--- src/hw/rtl/pbp_pkg.sv ---
`timescale 1ns / 1ps
// ----------------------------------------------------------------------------
// pbp_pkg
// Shared types, widths and the multiply step table of the polygon
// bounding box and plane unit.
// ----------------------------------------------------------------------------
package pbp_pkg;

	localparam int COORD_W = 32;
	localparam int EPS_W   = 31;
	localparam int TYPE_W  = 4;
	localparam int DL_W    = 34;
	localparam int C_W     = 66;
	localparam int NORM_W  = 67;
	localparam int ACC_W   = 100;
	localparam int DIV_W   = 68;
	localparam int STEP_W  = 5;
	localparam int STEPS_A = 14;
	localparam int STEPS   = 23;
	localparam int Q_DEPTH = 2;
	localparam int Q_AW    = 1;

	typedef logic signed [COORD_W-1:0] coord_t;

	// box order: x max, x min, y max, y min, z max, z min
	typedef struct packed {
		coord_t [5:0]      box;
		coord_t [8:0]      corner;
		logic              three;
		logic [TYPE_W-1:0] etype;
	} job_t;

	typedef struct packed {
		logic full;
		logic empty;
	} qstat_t;

	typedef enum logic [3:0] {
		SRC_E1X, SRC_E1Y, SRC_E1Z, SRC_E2X, SRC_E2Y, SRC_E2Z,
		SRC_DL1, SRC_DL2, SRC_EPS, SRC_T,
		SRC_CA, SRC_CB, SRC_CC, SRC_X1, SRC_Y1, SRC_Z1
	} src_t;

	typedef enum logic [2:0] {
		DST_NONE, DST_T, DST_CA, DST_CB, DST_CC, DST_RHS, DST_DD
	} dst_t;

	typedef struct packed {
		src_t       a_src;
		logic [1:0] a_chunk;
		src_t       b_src;
		logic       b_chunk;
		logic       neg;
		logic       first;
		dst_t       dst;
	} step_t;

	function automatic step_t mk_step(input src_t a, input logic [1:0] ac, input src_t b,
		input logic bc, input logic ng, input logic fs, input dst_t d);
		step_t s;
		s.a_src   = a;
		s.a_chunk = ac;
		s.b_src   = b;
		s.b_chunk = bc;
		s.neg     = ng;
		s.first   = fs;
		s.dst     = d;
		return s;
	endfunction

	// one 32x32 partial product per step, summed into the accumulator
	function automatic step_t step_ctrl(input logic [STEP_W-1:0] idx);
		step_t s;
		unique case (idx)
			5'd0: s = mk_step(SRC_DL1, 2'd0, SRC_EPS, 1'b0, 1'b0, 1'b1, DST_NONE);
			5'd1: s = mk_step(SRC_DL1, 2'd1, SRC_EPS, 1'b0, 1'b0, 1'b0, DST_T);
			5'd2: s = mk_step(SRC_E1Y, 2'd0, SRC_E2Z, 1'b0, 1'b0, 1'b1, DST_NONE);
			5'd3: s = mk_step(SRC_E1Z, 2'd0, SRC_E2Y, 1'b0, 1'b1, 1'b0, DST_CA);
			5'd4: s = mk_step(SRC_E1Z, 2'd0, SRC_E2X, 1'b0, 1'b0, 1'b1, DST_NONE);
			5'd5: s = mk_step(SRC_E1X, 2'd0, SRC_E2Z, 1'b0, 1'b1, 1'b0, DST_CB);
			5'd6: s = mk_step(SRC_E1X, 2'd0, SRC_E2Y, 1'b0, 1'b0, 1'b1, DST_NONE);
			5'd7: s = mk_step(SRC_E1Y, 2'd0, SRC_E2X, 1'b0, 1'b1, 1'b0, DST_CC);
			5'd8: s = mk_step(SRC_T, 2'd0, SRC_DL2, 1'b0, 1'b0, 1'b1, DST_NONE);
			5'd9: s = mk_step(SRC_T, 2'd1, SRC_DL2, 1'b0, 1'b0, 1'b0, DST_NONE);
			5'd10: s = mk_step(SRC_T, 2'd2, SRC_DL2, 1'b0, 1'b0, 1'b0, DST_NONE);
			5'd11: s = mk_step(SRC_T, 2'd0, SRC_DL2, 1'b1, 1'b0, 1'b0, DST_NONE);
			5'd12: s = mk_step(SRC_T, 2'd1, SRC_DL2, 1'b1, 1'b0, 1'b0, DST_NONE);
			5'd13: s = mk_step(SRC_T, 2'd2, SRC_DL2, 1'b1, 1'b0, 1'b0, DST_RHS);
			5'd14: s = mk_step(SRC_CA, 2'd0, SRC_X1, 1'b0, 1'b1, 1'b1, DST_NONE);
			5'd15: s = mk_step(SRC_CA, 2'd1, SRC_X1, 1'b0, 1'b1, 1'b0, DST_NONE);
			5'd16: s = mk_step(SRC_CA, 2'd2, SRC_X1, 1'b0, 1'b1, 1'b0, DST_NONE);
			5'd17: s = mk_step(SRC_CB, 2'd0, SRC_Y1, 1'b0, 1'b1, 1'b0, DST_NONE);
			5'd18: s = mk_step(SRC_CB, 2'd1, SRC_Y1, 1'b0, 1'b1, 1'b0, DST_NONE);
			5'd19: s = mk_step(SRC_CB, 2'd2, SRC_Y1, 1'b0, 1'b1, 1'b0, DST_NONE);
			5'd20: s = mk_step(SRC_CC, 2'd0, SRC_Z1, 1'b0, 1'b1, 1'b0, DST_NONE);
			5'd21: s = mk_step(SRC_CC, 2'd1, SRC_Z1, 1'b0, 1'b1, 1'b0, DST_NONE);
			5'd22: s = mk_step(SRC_CC, 2'd2, SRC_Z1, 1'b0, 1'b1, 1'b0, DST_DD);
			default: s = mk_step(SRC_EPS, 2'd0, SRC_EPS, 1'b0, 1'b0, 1'b1, DST_NONE);
		endcase
		return s;
	endfunction

endpackage

--- src/hw/rtl/pbp_queue.sv ---
`timescale 1ns / 1ps
// ----------------------------------------------------------------------------
// pbp_queue
// Two-entry job queue between node intake and the plane engine.
// ----------------------------------------------------------------------------
module pbp_queue (
	input  logic            clk,
	input  logic            arst_n,
	input  logic            push,
	input  pbp_pkg::job_t   push_job,
	input  logic            pop,
	output pbp_pkg::job_t   head,
	output pbp_pkg::qstat_t qstat
);

	pbp_pkg::job_t              mem_q [pbp_pkg::Q_DEPTH];
	logic [pbp_pkg::Q_AW-1:0]   wr_q;
	logic [pbp_pkg::Q_AW-1:0]   rd_q;
	logic [pbp_pkg::Q_AW:0]     cnt_q;

	assign head        = mem_q[rd_q];
	assign qstat.full  = cnt_q == (pbp_pkg::Q_AW+1)'(pbp_pkg::Q_DEPTH);
	assign qstat.empty = cnt_q == '0;

	always_ff @(posedge clk) begin
		if (push)
			mem_q[wr_q] <= push_job;
	end

	always_ff @(posedge clk or negedge arst_n) begin
		if (!arst_n) begin
			wr_q  <= '0;
			rd_q  <= '0;
			cnt_q <= '0;
		end else begin
			if (push)
				wr_q <= wr_q + pbp_pkg::Q_AW'(1);
			if (pop)
				rd_q <= rd_q + pbp_pkg::Q_AW'(1);
			unique case ({push, pop})
				2'b10: cnt_q <= cnt_q + (pbp_pkg::Q_AW+1)'(1);
				2'b01: cnt_q <= cnt_q - (pbp_pkg::Q_AW+1)'(1);
				default: cnt_q <= cnt_q;
			endcase
		end
	end

	a_no_overrun: assert property (@(posedge clk) disable iff (!arst_n)
		push |-> !qstat.full)
		else $error("job pushed into full queue");

endmodule

--- config.mk ---
export PLATFORM = sky130hd
export DESIGN_NAME = pbp_queue
export DESIGN_NICKNAME = d
export VERILOG_FILES = /design/src/hw/rtl/pbp_pkg.sv /design/src/hw/rtl/pbp_queue.sv
export SDC_FILE = /design/constraint.sdc
export NUM_CORES = 1
export LEC_CHECK = 0
export BUFFER_PORTS_ARGS = -buffer_cell sky130_fd_sc_hd__clkbuf_2
export CAP_MARGIN = 20
export CORE_AREA = 2 2 384 386
export DETAILED_ROUTE_END_ITERATION = 10
export DIE_AREA = 0 0 386 388
export GPL_ROUTABILITY_DRIVEN = 0
export GPL_TIMING_DRIVEN = 0
export PLACE_DENSITY_LB_ADDON = 0.25
export SLEW_MARGIN = 0
export SYNTH_ARGS = -nofsm -noshare
export SYNTH_HDL_FRONTEND = slang
export SYNTH_SLANG_ARGS = --single-unit
--- constraint.sdc ---
create_clock -name clk -period 59 [get_ports clk]
set_clock_uncertainty 0.1 [all_clocks]
set_input_delay 14.75 -clock clk [delete_from_list [all_inputs] [get_ports clk]]
set_output_delay 14.75 -clock clk [all_outputs]
set_load 0.05 [all_outputs]
Word-level counts from Yosys, hierarchy flattened --
Memory sizes are Yosys's and may differ from the RTL's. Index checks and enable logic that the tools add are counted.
Storage, ports and cells: register bits after elaboration 4, output and inout bits 487, memories 1, logic and storage cells 16, memory bits (writable) 970, input bits 489
Memories:
- mem_q | words 2, width 485, read ports 1, clocked after Yosys merged registers in 0, write ports 1, RTL line pbp_queue.sv:16 | pbp_pkg::job_t mem_q [pbp_pkg::Q_DEPTH];
Operators by class: multiplexer cells 3, equal/unequal tests 3, add/subtract/negate cells 4, reductions and logical operators 2
Operators with widths (number):
- 2-bit == test (second input constant) | 2
- 2-bit case mux with 2 select lines | 1
- 1-bit adder (second input constant) | 2
- 2-bit by 1-bit adder with 2-bit output (second input constant) | 1
- 2-bit by 1-bit == test with 1-bit output (second input constant) | 1
- 2-bit zero test | 1
- 1-bit two-way mux | 2
- 2-bit nonzero test | 1
- 2-bit by 1-bit subtractor with 2-bit output (second input constant) | 1

Longest topological paths before layout --
word-level depth 2, gate-level depth with buffers 5

Worst setup path after synthesis --
OpenSTA, ideal clock, no wires.
kind in2reg, from input push, to memory mem_q[0][0] (netlist name) (enable), setup slack 22.443 ns, cell stages on the path 2, required time 57.541 ns, data arrival time 35.098 ns, library setup time 1.359 ns, path through inv_1 -> nor2_1
On the way: cells in the longest elaborated chain, start to end 2
Ends and longest elaborated chain:
- from (decl) | RTL line pbp_queue.sv:9 | input logic push,
- 1-bit two-way mux | RTL line pbp_queue.sv:26 | if (push)
- 1-bit two-way mux (not written as such) | RTL line pbp_queue.sv:27 | mem_q[wr_q] <= push_job;
- to (decl) | RTL line pbp_queue.sv:16
Every way passes these cells.

==> results.toml <==
[run_status]
outcome = "completed"

[synthesis]
synthTopCellsByArea = "edfxtp_1, mux2_2, buf_6"
synth-seq-cells = 974
syn_area_per_cell_um2 = 23.2
syn_inst = 1525
synth.largest_area_cell = "edfxtp_1"
synth.most_common_cell = "edfxtp_1"
ys_top_cells_by_count = "edfxtp_1, mux2_2, buf_6, buf_2, dfrtp_1"
synth_fp_nets = 2015
synth_edf_count = 970
yosysSeqAreaShare = 0.827
synth.distinct_cells = 12
ys_warn_count = 0
async_reset_ff_frac = 0.00411
synth_top_cell_area_share = 0.824
syn_area_mm2 = 0.0354
synth_ff_type = "edfxtp_1"

[floorplanning]
core-area_mm2 = 0.145
die-area_mm2 = 0.150
die_w_um = 386
die_y_um = 388
initial_core_util = 0.243
ioPinCount = 976
floorplan.rows = 140

[clock_tree]
cts.repair.resized = 0
cts_sinks = 974
cts_made_buffers = 108
cts_root_buf = "clkbuf_16"
clk_pin_slew_worst_paths_ns = 0.06
htreeDepth = 3
cts_tree = "yes"
ctsHoldBuffers = 0
post_cts_buffers = 0
clockBufferDepth = 3
clock_latency_ns = 0.69

[sta]
fmax_mhz = 57.1
hold_ws_ns = 0.395
worst_slew_pin_slew_ns = 0.733
final-max-slew-violation-count = 0
relSlewSlack = 0.511
rsz0062_at_grt = "false"
final.period_utilization = 0.297
fin_crit_ns = 17.51
final.setup.worst_slack_ns = 41.49
fin_tns_setup_ns = 0
hold_viol = 0
setup_viol = 0

[drt]
drt-vias-per-instance = 4.01
vias = 18700
drc = 0
drt.antenna.violating_nets = 0
avgRoutedWirePerCell_um = 22.8
dr.first_iter.drc_count = 794
wirelength_um = 106000
drt-pass1-iter-count = 4

[critical_path]
worstPathMaxFanout = 10
critPathLaunchType = "flop"
cp.required_ns = 44.15
critPathCaptureType = "output port"
critPathArrivalTime_ns = 2.66
path_class = "flop to output port"

[pwr]
power_frac_seq = 0.342
ir_drop_mv = 0.0374
power_density_mw_per_mm2 = 58.6
power_mw = 2.74
switching_share = 0.417
cell_internal_pwr_mw = 1.60
p_comb_frac = 0.423
p_switching_mw = 1.14
clkPwrFrac = 0.235
p_leak_nw = 17.4

[cells_and_area]
drive_above_1_share = 0.621
finalNonFillerCells = 4656
final_core_util = 0.322
syn2layout_area_growth_pct = 32.3
finalNetCount = 3130
fin_area_mm2 = 0.0468

[global_routing]
groute.usage.overall = 0.136
grt_pass1_wl_um = 144000
grt_pass1_vias = 19200
antenna_found_initial = 37
grt_max_degree = 62
overflow = 0

[place]
io_buffers = 975
dp.cells = 4447
dp_slack_ns = 41.58
placed_area_mm2 = 0.0433
hpwl_um = 81700

[flow_run]
maxCapViolCount = 0

[min_path]
hold_class = "flop to flop"
==> placed cells by master (no fill, tap or decap), drive strengths merged <==
| cell | synthesis | layout |
|---|---|---|
| clkbuf | 0 | 1113 |
| edfxtp | 970 | 970 |
| mux2 | 485 | 485 |
| buf | 54 | 84 |
| clkinv | 0 | 47 |
| diode | 0 | 10 |
| bufinv | 0 | 7 |
| inv | 1 | 6 |
| dfrtp | 4 | 4 |
| xor2 | 3 | 3 |
| nor2 | 3 | 3 |
| xnor2 | 2 | 2 |
| clkinvlp | 0 | 2 |
| and2 | 1 | 1 |
| nor2b | 1 | 1 |
| ha | 1 | 1 |
==> per-layer routing <==
metal	part of all wire	up-vias	wire length [µm]	GRT usage
li1	-	8389	-	-
met1	0.34	9272	35800	0.133
met2	0.51	796	53600	0.242
met3	0.13	186	14300	0.0817
met4	0.021	12	2240	0.0311
met5	0.00077	-	82	0
==> critical path, cell delays in order, from the launching register on <==
cell	delay (ns)
dfrtp_1	0.34
buf_6	0.24
buf_6	0.28
buf_6	0.30
mux2_2	0.37
clkbuf_2	0.31
==> cell type report <==
cell class,instances,area [µm²]
inverters,1,3.75
diodes,10,25.0
multi-input cells,496,5550
flip-flops and latches,974,29200
well taps,1917,2400
plain buffers,54,583
fillers,14300,98400
clock inverters,61,566
clock buffers,138,2860
repair buffers,1005,5570
==> cell families (layout without fill, tap and decap cells) <==
group | count (synthesis) | after routing | synth area share
other | 0 | 10 | 0
DFF | 974 | 974 | 0.827
adders and majority gates | 1 | 1 | 0.000354
and+or+nand+nor | 5 | 5 | 0.000673
buffers and inverters | 55 | 1259 | 0.0166
muxes | 485 | 485 | 0.154
xor gates and xnor gates | 5 | 5 | 0.00124
==> flip-flops by register name (all words and copies together), names as in the netlist <==
signal,count
cnt_q,2
wr_q,1
rd_q,1
mem_q,970
==> worst paths after layout <==
path	from	endpoint	slack, ns	depth (start not counted)
min in group asynchronous	arst_n	wr_q	13.75	1
worst min-delay path	cnt_q[1]	cnt_q[1]	0.40	1
worst max-delay path	rd_q	head[167]	41.49	5
worst min register to register	cnt_q[1]	cnt_q[1]	0.40	1
worst max register to register	wr_q	mem_q[1][147]	56.02	5
max in group asynchronous	arst_n	rd_q	44.91	1
==> power groups by stage <==
stage                     Clock, mW  Sequential [mW]  Combinational [mW]
final                         0.645            0.938                1.16
after global routing          0.691            0.949                1.22
after CTS                     0.669            0.939                1.19
after detailed placement          0            0.953                1.18
after global placement            0             1.13                1.15
after floorplan                   0             1.05               0.834
Note: power is estimated with default switching activity, not from simulation.
