<file path="src/hw/rtl/pbp_pkg.sv">
`timescale 1ns / 1ps
// ----------------------------------------------------------------------------
// pbp_pkg
// Shared types, widths and the multiply step table of the polygon
// bounding box and plane unit.
// ----------------------------------------------------------------------------
package pbp_pkg;

	localparam int COORD_W = 32;
	localparam int EPS_W   = 31;
	localparam int TYPE_W  = 4;
	localparam int DL_W    = 34;
	localparam int C_W     = 66;
	localparam int NORM_W  = 67;
	localparam int ACC_W   = 100;
	localparam int DIV_W   = 68;
	localparam int STEP_W  = 5;
	localparam int STEPS_A = 14;
	localparam int STEPS   = 23;
	localparam int Q_DEPTH = 2;
	localparam int Q_AW    = 1;

	typedef logic signed [COORD_W-1:0] coord_t;

	// box order: x max, x min, y max, y min, z max, z min
	typedef struct packed {
		coord_t [5:0]      box;
		coord_t [8:0]      corner;
		logic              three;
		logic [TYPE_W-1:0] etype;
	} job_t;

	typedef struct packed {
		logic full;
		logic empty;
	} qstat_t;

	typedef enum logic [3:0] {
		SRC_E1X, SRC_E1Y, SRC_E1Z, SRC_E2X, SRC_E2Y, SRC_E2Z,
		SRC_DL1, SRC_DL2, SRC_EPS, SRC_T,
		SRC_CA, SRC_CB, SRC_CC, SRC_X1, SRC_Y1, SRC_Z1
	} src_t;

	typedef enum logic [2:0] {
		DST_NONE, DST_T, DST_CA, DST_CB, DST_CC, DST_RHS, DST_DD
	} dst_t;

	typedef struct packed {
		src_t       a_src;
		logic [1:0] a_chunk;
		src_t       b_src;
		logic       b_chunk;
		logic       neg;
		logic       first;
		dst_t       dst;
	} step_t;

	function automatic step_t mk_step(input src_t a, input logic [1:0] ac, input src_t b,
		input logic bc, input logic ng, input logic fs, input dst_t d);
		step_t s;
		s.a_src   = a;
		s.a_chunk = ac;
		s.b_src   = b;
		s.b_chunk = bc;
		s.neg     = ng;
		s.first   = fs;
		s.dst     = d;
		return s;
	endfunction

	// one 32x32 partial product per step, summed into the accumulator
	function automatic step_t step_ctrl(input logic [STEP_W-1:0] idx);
		step_t s;
		unique case (idx)
			5'd0: s = mk_step(SRC_DL1, 2'd0, SRC_EPS, 1'b0, 1'b0, 1'b1, DST_NONE);
			5'd1: s = mk_step(SRC_DL1, 2'd1, SRC_EPS, 1'b0, 1'b0, 1'b0, DST_T);
			5'd2: s = mk_step(SRC_E1Y, 2'd0, SRC_E2Z, 1'b0, 1'b0, 1'b1, DST_NONE);
			5'd3: s = mk_step(SRC_E1Z, 2'd0, SRC_E2Y, 1'b0, 1'b1, 1'b0, DST_CA);
			5'd4: s = mk_step(SRC_E1Z, 2'd0, SRC_E2X, 1'b0, 1'b0, 1'b1, DST_NONE);
			5'd5: s = mk_step(SRC_E1X, 2'd0, SRC_E2Z, 1'b0, 1'b1, 1'b0, DST_CB);
			5'd6: s = mk_step(SRC_E1X, 2'd0, SRC_E2Y, 1'b0, 1'b0, 1'b1, DST_NONE);
			5'd7: s = mk_step(SRC_E1Y, 2'd0, SRC_E2X, 1'b0, 1'b1, 1'b0, DST_CC);
			5'd8: s = mk_step(SRC_T, 2'd0, SRC_DL2, 1'b0, 1'b0, 1'b1, DST_NONE);
			5'd9: s = mk_step(SRC_T, 2'd1, SRC_DL2, 1'b0, 1'b0, 1'b0, DST_NONE);
			5'd10: s = mk_step(SRC_T, 2'd2, SRC_DL2, 1'b0, 1'b0, 1'b0, DST_NONE);
			5'd11: s = mk_step(SRC_T, 2'd0, SRC_DL2, 1'b1, 1'b0, 1'b0, DST_NONE);
			5'd12: s = mk_step(SRC_T, 2'd1, SRC_DL2, 1'b1, 1'b0, 1'b0, DST_NONE);
			5'd13: s = mk_step(SRC_T, 2'd2, SRC_DL2, 1'b1, 1'b0, 1'b0, DST_RHS);
			5'd14: s = mk_step(SRC_CA, 2'd0, SRC_X1, 1'b0, 1'b1, 1'b1, DST_NONE);
			5'd15: s = mk_step(SRC_CA, 2'd1, SRC_X1, 1'b0, 1'b1, 1'b0, DST_NONE);
			5'd16: s = mk_step(SRC_CA, 2'd2, SRC_X1, 1'b0, 1'b1, 1'b0, DST_NONE);
			5'd17: s = mk_step(SRC_CB, 2'd0, SRC_Y1, 1'b0, 1'b1, 1'b0, DST_NONE);
			5'd18: s = mk_step(SRC_CB, 2'd1, SRC_Y1, 1'b0, 1'b1, 1'b0, DST_NONE);
			5'd19: s = mk_step(SRC_CB, 2'd2, SRC_Y1, 1'b0, 1'b1, 1'b0, DST_NONE);
			5'd20: s = mk_step(SRC_CC, 2'd0, SRC_Z1, 1'b0, 1'b1, 1'b0, DST_NONE);
			5'd21: s = mk_step(SRC_CC, 2'd1, SRC_Z1, 1'b0, 1'b1, 1'b0, DST_NONE);
			5'd22: s = mk_step(SRC_CC, 2'd2, SRC_Z1, 1'b0, 1'b1, 1'b0, DST_DD);
			default: s = mk_step(SRC_EPS, 2'd0, SRC_EPS, 1'b0, 1'b0, 1'b1, DST_NONE);
		endcase
		return s;
	endfunction

endpackage

</file>
<file path="src/hw/rtl/pbp_front.sv">
`timescale 1ns / 1ps
// ----------------------------------------------------------------------------
// pbp_front
// Node intake: running bounding box, first three corners and node count.
// The last node of an element pushes one job into the queue.
// ----------------------------------------------------------------------------
module pbp_front #(
	parameter int MAX_NODES = 4
) (
	input  logic                            clk,
	input  logic                            arst_n,
	input  logic signed [pbp_pkg::COORD_W-1:0] px,
	input  logic signed [pbp_pkg::COORD_W-1:0] py,
	input  logic signed [pbp_pkg::COORD_W-1:0] pz,
	input  logic                            last_node,
	input  logic [pbp_pkg::TYPE_W-1:0]      elem_type,
	input  logic                            in_valid,
	output logic                            in_stall,
	input  pbp_pkg::qstat_t                 qstat,
	output logic                            push,
	output pbp_pkg::job_t                   push_job
);

	localparam int CNT_W = $clog2(MAX_NODES + 1);

	logic [CNT_W-1:0]         cnt_q;
	logic [CNT_W-1:0]         cnt_d;
	pbp_pkg::coord_t [5:0]    box_q;
	pbp_pkg::coord_t [8:0]    corner_q;
	pbp_pkg::coord_t [5:0]    box_d;
	pbp_pkg::coord_t [8:0]    corner_d;
	pbp_pkg::coord_t [2:0]    p;
	logic                     keep;
	logic                     take;

	assign p        = {pz, py, px};
	assign in_stall = qstat.full;
	assign take     = in_valid && !in_stall;
	assign keep     = cnt_q < CNT_W'(MAX_NODES);

	always_comb begin
		box_d    = box_q;
		corner_d = corner_q;
		cnt_d    = cnt_q;
		if (keep) begin
			cnt_d = cnt_q + CNT_W'(1);
			for (int k = 0; k < 3; k++) begin
				if (cnt_q == '0 || $signed(p[k]) > $signed(box_q[2*k]))
					box_d[2*k] = p[k];
				if (cnt_q == '0 || $signed(p[k]) < $signed(box_q[2*k+1]))
					box_d[2*k+1] = p[k];
				for (int n = 0; n < 3; n++) begin
					if (cnt_q == CNT_W'(n))
						corner_d[3*n+k] = p[k];
				end
			end
		end
	end

	assign push           = take && last_node;
	assign push_job.box   = box_d;
	assign push_job.corner = corner_d;
	assign push_job.three = cnt_d >= CNT_W'(3);
	assign push_job.etype = elem_type;

	always_ff @(posedge clk or negedge arst_n) begin
		if (!arst_n) begin
			cnt_q <= '0;
		end else if (take) begin
			cnt_q <= last_node ? '0 : cnt_d;
		end
	end

	always_ff @(posedge clk) begin
		if (take) begin
			box_q    <= box_d;
			corner_q <= corner_d;
		end
	end

	a_cnt_range: assert property (@(posedge clk) disable iff (!arst_n)
		cnt_q <= CNT_W'(MAX_NODES))
		else $error("node count beyond limit");

endmodule

</file>
<file path="config.mk">
export PLATFORM = sky130hd
export DESIGN_NAME = pbp_front
export DESIGN_NICKNAME = d
export VERILOG_FILES = /design/src/hw/rtl/pbp_pkg.sv /design/src/hw/rtl/pbp_front.sv
export SDC_FILE = /design/constraint.sdc
export NUM_CORES = 1
export LEC_CHECK = 0
export ABC_AREA = 1
export BUFFER_PORTS_ARGS = -buffer_cell sky130_fd_sc_hd__buf_2
export CAP_MARGIN = 20
export CORE_AREA = 2 2 234 236
export DETAILED_ROUTE_END_ITERATION = 7
export DIE_AREA = 0 0 236 238
export GPL_TIMING_DRIVEN = 1
export PLACE_DENSITY = 0.73
export SYNTH_ARGS = -nofsm -noshare
export SYNTH_HDL_FRONTEND = slang
export SYNTH_SLANG_ARGS = --single-unit
</file>
<file path="constraint.sdc">
create_clock -name clk -period 33.1 [get_ports clk]
set_input_delay 3.31 -clock clk [delete_from_list [all_inputs] [get_ports clk]]
set_output_delay 3.31 -clock clk [all_outputs]
set_load 0.01 [all_outputs]
</file>
## Yosys cells after proc, flatten, opt, wreduce, memory -nomap -nowiden

Index checks and enable logic that the tools add are counted.

| storage, ports and cells | value |
|---|---|
| output and inout bits | 487 |
| bits of input ports | 106 |
| register bits | 483 |

| operators by class | value |
|---|---|
| add/subtract/negate cells | 1 |
| reductions and logical operators | 10 |
| $lt $le $gt $ge | 8 |
| multiplexer cells | 19 |
| equal/unequal tests | 2 |

Operators with widths:

| kind | number |
|---|---|
| $mux W32 | 15 |
| $mux W288 | 1 |
| $mux W192 | 1 |
| $gt A32 B32 Y1 | 3 |
| $lt A32 B32 Y1 | 3 |
| $logic_or A1 B1 Y1 | 6 |
| $mux W3 | 2 |
| $add A3 B1 Y3 const B | 1 |
| $eq A3 B1 Y1 const B | 1 |
| $eq A3 B2 Y1 const B | 1 |
| $ge A3 B2 Y1 const B | 1 |
| $logic_not A3 Y1 | 1 |
| $lt A3 B3 Y1 const B | 1 |
| $logic_and A1 B1 Y1 | 2 |
| $logic_not A1 Y1 | 1 |

## Depth between registers and ports, before layout

| depth | value |
|---|---|
| depth after elaboration | 4 |
| gate-level depth with buffers | 19 |
| gate-level depth less buffers | 18 |

## Worst setup path before layout

Ideal clock, no wire load.

| timing path | value |
|---|---|
| path kind | input-to-output |
| from | in in_valid |
| to | out push |
| buffers on the path | 0 |
| stages | 4 |
| arrival time | 25.823 ns |
| path slack | 3.967 ns |
| cells stage by stage | inv_1 -> nor2_1 -> inv_1 -> nor2_1 |

| on the way | value |
|---|---|
| cells in the longest elaborated chain, start to end | 2 |

Ends and longest elaborated chain:

| element | line | RTL |
|---|---|---|
| from (decl) | pbp_front.sv:17 | `input logic in_valid,` |
| $logic_and A1 B1 Y1 | pbp_front.sv:38 | `assign take = in_valid && !in_stall;` |
| named net take | pbp_front.sv:34 | `logic take;` |
| $logic_and A1 B1 Y1 | pbp_front.sv:60 | `assign push = take && last_node;` |
| to (decl) | pbp_front.sv:20 | `output logic push,` |

The timed path passes the listed nets, and every way through them passes these cells.

==> results.md <==
* Outcome: finished, final reports clean
* Critical R2R Launch: cnt_q[0]
* Worst flop-to-flop path endpoint: box_q[53]
* TritonRoute pass-1 iters at 5
* R2R depth at 8
* Initial antenna violation count at 1
* I/O Buffers at 583
* Congestion Overflow GR at 0
* Starting DRT DRC Count at 1,557
* Setup violations, final at 0
* Min cycle time layout at 9.94 ns
* Die span in x at 236 µm
* Syn_nets at 3,001
* Clk_skew at 0.0264 ns
* Top cells by count, synth: nand2_1 (774), edfxtp_1 (480), inv_1 (333)
* CP Capture Type: output pin
* Layout cell share with drive strength beyond 1 at 22.9%
* Worst path max stage delay at 0.89 ns
* CP Cell Sequence: buf_2 -> ha_1 -> nand2_1 -> nor2_1 -> nand4_1 -> a21oi_1 -> nor2_1 -> nand3_1 -> nand3_2 -> nand2_2 -> nand2_1 -> nand2_1 -> buf_2
* CTS Buf Count at 52
* Vias in the first global route at 19,600
* YS warnings at 0
* Worst slew pin tran at 0.967 ns
* Worst-case clock buffer depth at 3
* Hold depth at 2
* Setup CP Type: in2out
* Worst Hold Class: reg2reg
* Post-synth top area share at 55.7%
* Peak fanout along the critical path at 33
* Worst endpoint data arrival time at 6.63 ns
* Register area share after synthesis at 56.0%
* Fmax at 101 MHz
* Startpoint types: input pin
* Die area at 56,200 µm²
* Die height at 238 µm
* Cell mode on critical path: nand2_1
* Post-CTS Hold Fix Bufs at 0
* Main synth FF type: edfxtp_1
* Wire length per cell at 18.4 µm
* Global placement routability congestion at 0.858
* Cell taking the most area after synthesis: edfxtp_1
* Drt drc at 0
* Core Box Area at 53,500 µm²
* Leakage power at 14.7 nW
* Unrepaired setup endpoints after global routing: false
* Hold Slack at 0.564 ns
* Synth unique cells at 34
* Largest net degree at the start of global routing at 171
* Final WL at 72,800 µm
* First-pass GRT wire length at 111,000 µm
* Worst Hold Endpoint: box_q[37]
* Sum Neg Setup Slack at 0 ns
* Layout Nets at 3,525
* Post-Syn Instances at 2,702
* Clock sink total at 483
* PD cells at 69.6 nW/µm²
* Critical Path Slowest Stage Cell: nand2_2
* Max-cap violation count at 0
* Root buf cell: clkbuf_16
* Reg clk slew, reported paths at 0.06 ns
* Critical Path Start: px[31]
* Synth top area cells: edfxtp_1 (56%), nand2_1 (11%), ha_1 (9.3%)
* Initial Util at 48.4%
* Number of synthesized register bits at 483
* Total track usage at 25.2%
* Top cell family by delay on the critical path: simple AND/OR/NAND/NOR gates
* H-tree depth at 2
* Ys async rst share at 0.621%
* Req. time, crit path at 29.79 ns
* Vias/cell at 5.28
* CP bufs+invs at 2
* Post-CTS sizing at 0
* Slew Limit Fails at 0
* # rows at 85
* Antenna Nets Post-Route at 0
* HP Start: box_q[37]
* Most common cell in the netlist: nand2_1
* Layout fillers at 4,727
* Ports at 593
* Final hold vios at 0
* CTS tree: done
* Post-Syn Area at 25,900 µm²
* Relative slew margins at 35.6%
* Tcrit/Tclk final at 30.0%
* Post-CTS Setup Repair Bufs at 0
* Synth Area per Inst at 9.58 µm²
* Maximum vdd drop at 0.0558 mV
* Area added between synthesis and finish at 18.8%
* Detail Placement HPWL at 51,800 µm
* Worst skew pair latency at 0.59 ns
* R2r setup slk at 28.79 ns
* Routed via count at 20,900
* Post-synth EDFFs at 480
-- cell type report --
class / count / area [µm²] / share of cell area (%)
sequential: 483 / 14500 / 47.2
antenna: 1 / 2.50 / 0.00814
clock inverter: 22 / 193 / 0.627
inverter: 337 / 1270 / 4.12
tap: 696 / 871 / 2.83
multi-input combinational: 1756 / 9480 / 30.8
timing repair buffer: 596 / 3040 / 9.89
clock buffer: 70 / 1390 / 4.52
-- logic make-up after synthesis --
kind of cell	count (synthesis)	share of synthesized area, %
adders and majority gates	193	9.33
AOI/OAI and AO/OA	424	8.36
DFF	483	56.0
buffers and inverters	463	7.50
and+or+nand+nor	1139	18.8
-- worst reg2reg max path, stage by stage (launching register included) --
cell,delay [ns]
dfrtp_1,0.40
inv_1,0.11
ha_1,0.27
nand2_8,0.56
buf_12,0.61
nand3_2,1.01
nand2_2,0.90
nand2_1,0.11
nand2_1,0.18
-- worst max-delay path by stage --
stage,end,slack (ns),cells after the start
2_1_floorplan,push,3.97,4
3_3_place_gp,push_job[346],23.31,13
3_5_place_dp,push_job[346],23.29,13
4_1_cts,push_job[346],23.23,13
5_1_grt,push_job[346],22.86,13
6_report,push_job[346],23.16,13
-- report_power, final --
group	internal (mW)	switching, mW	total (mW)
registers	0.788	0.0223	0.811
logic	0.237	0.537	0.773
clock network	0.316	0.238	0.555
total	1.34	0.797	2.14
-- flip-flops by register name, summed over array words and instances, names as in the netlist --
signal	count
box_q	192
cnt_q	3
corner_q	288
-- placed cells by master, fill, tap and decap left out, types with 3 or more instances in the layout --
| master | netlist | final |
|---|---|---|
| nand4_1 | 14 | 14 |
| inv_1 | 333 | 333 |
| o211ai_1 | 4 | 4 |
| clkinv_2 | 0 | 5 |
| o21ai_0 | 293 | 293 |
| o21a_1 | 9 | 9 |
| ha_1 | 193 | 193 |
| bufinv_16 | 0 | 3 |
| a31oi_1 | 3 | 3 |
| inv_2 | 4 | 3 |
| clkbuf_1 | 63 | 17 |
| nand2_1 | 774 | 772 |
| o21ai_1 | 22 | 22 |
| nor3_1 | 9 | 9 |
| clkinv_1 | 0 | 8 |
| nand2_2 | 65 | 65 |
| dfrtp_1 | 3 | 3 |
| a21oi_1 | 91 | 91 |
| clkbuf_16 | 0 | 53 |
| nand3_1 | 213 | 213 |
| nand3_2 | 6 | 6 |
| buf_4 | 17 | 11 |
| clkinvlp_4 | 0 | 4 |
| buf_2 | 22 | 583 |
| nor2_1 | 48 | 47 |
| nand2_4 | 3 | 4 |
| edfxtp_1 | 480 | 480 |
-- per-layer routing --
layer	up-vias	global-route usage (%)	part of all wire, %
li1	10200	-	-
met3	132	8.09	10
met1	9749	31.5	40
met4	2	8.92	3.4
met2	832	41.1	46
met5	-	0	0.015
-- stage by stage --
stage	instance area, µm²	total power, mW	utilization, %	worst slack [ns]	instances
finish	30700	2.14	57.4	23.16	3961
CTS	30700	2.15	57.4	23.23	3960
global route	30700	2.26	57.4	22.86	3960
floorplan	25900	1.30	-	3.97	2702
global placement	29100	1.58	54.5	23.31	3868
detailed placement	29100	1.59	54.5	23.29	3868
Power figures use the tool's default switching activity.
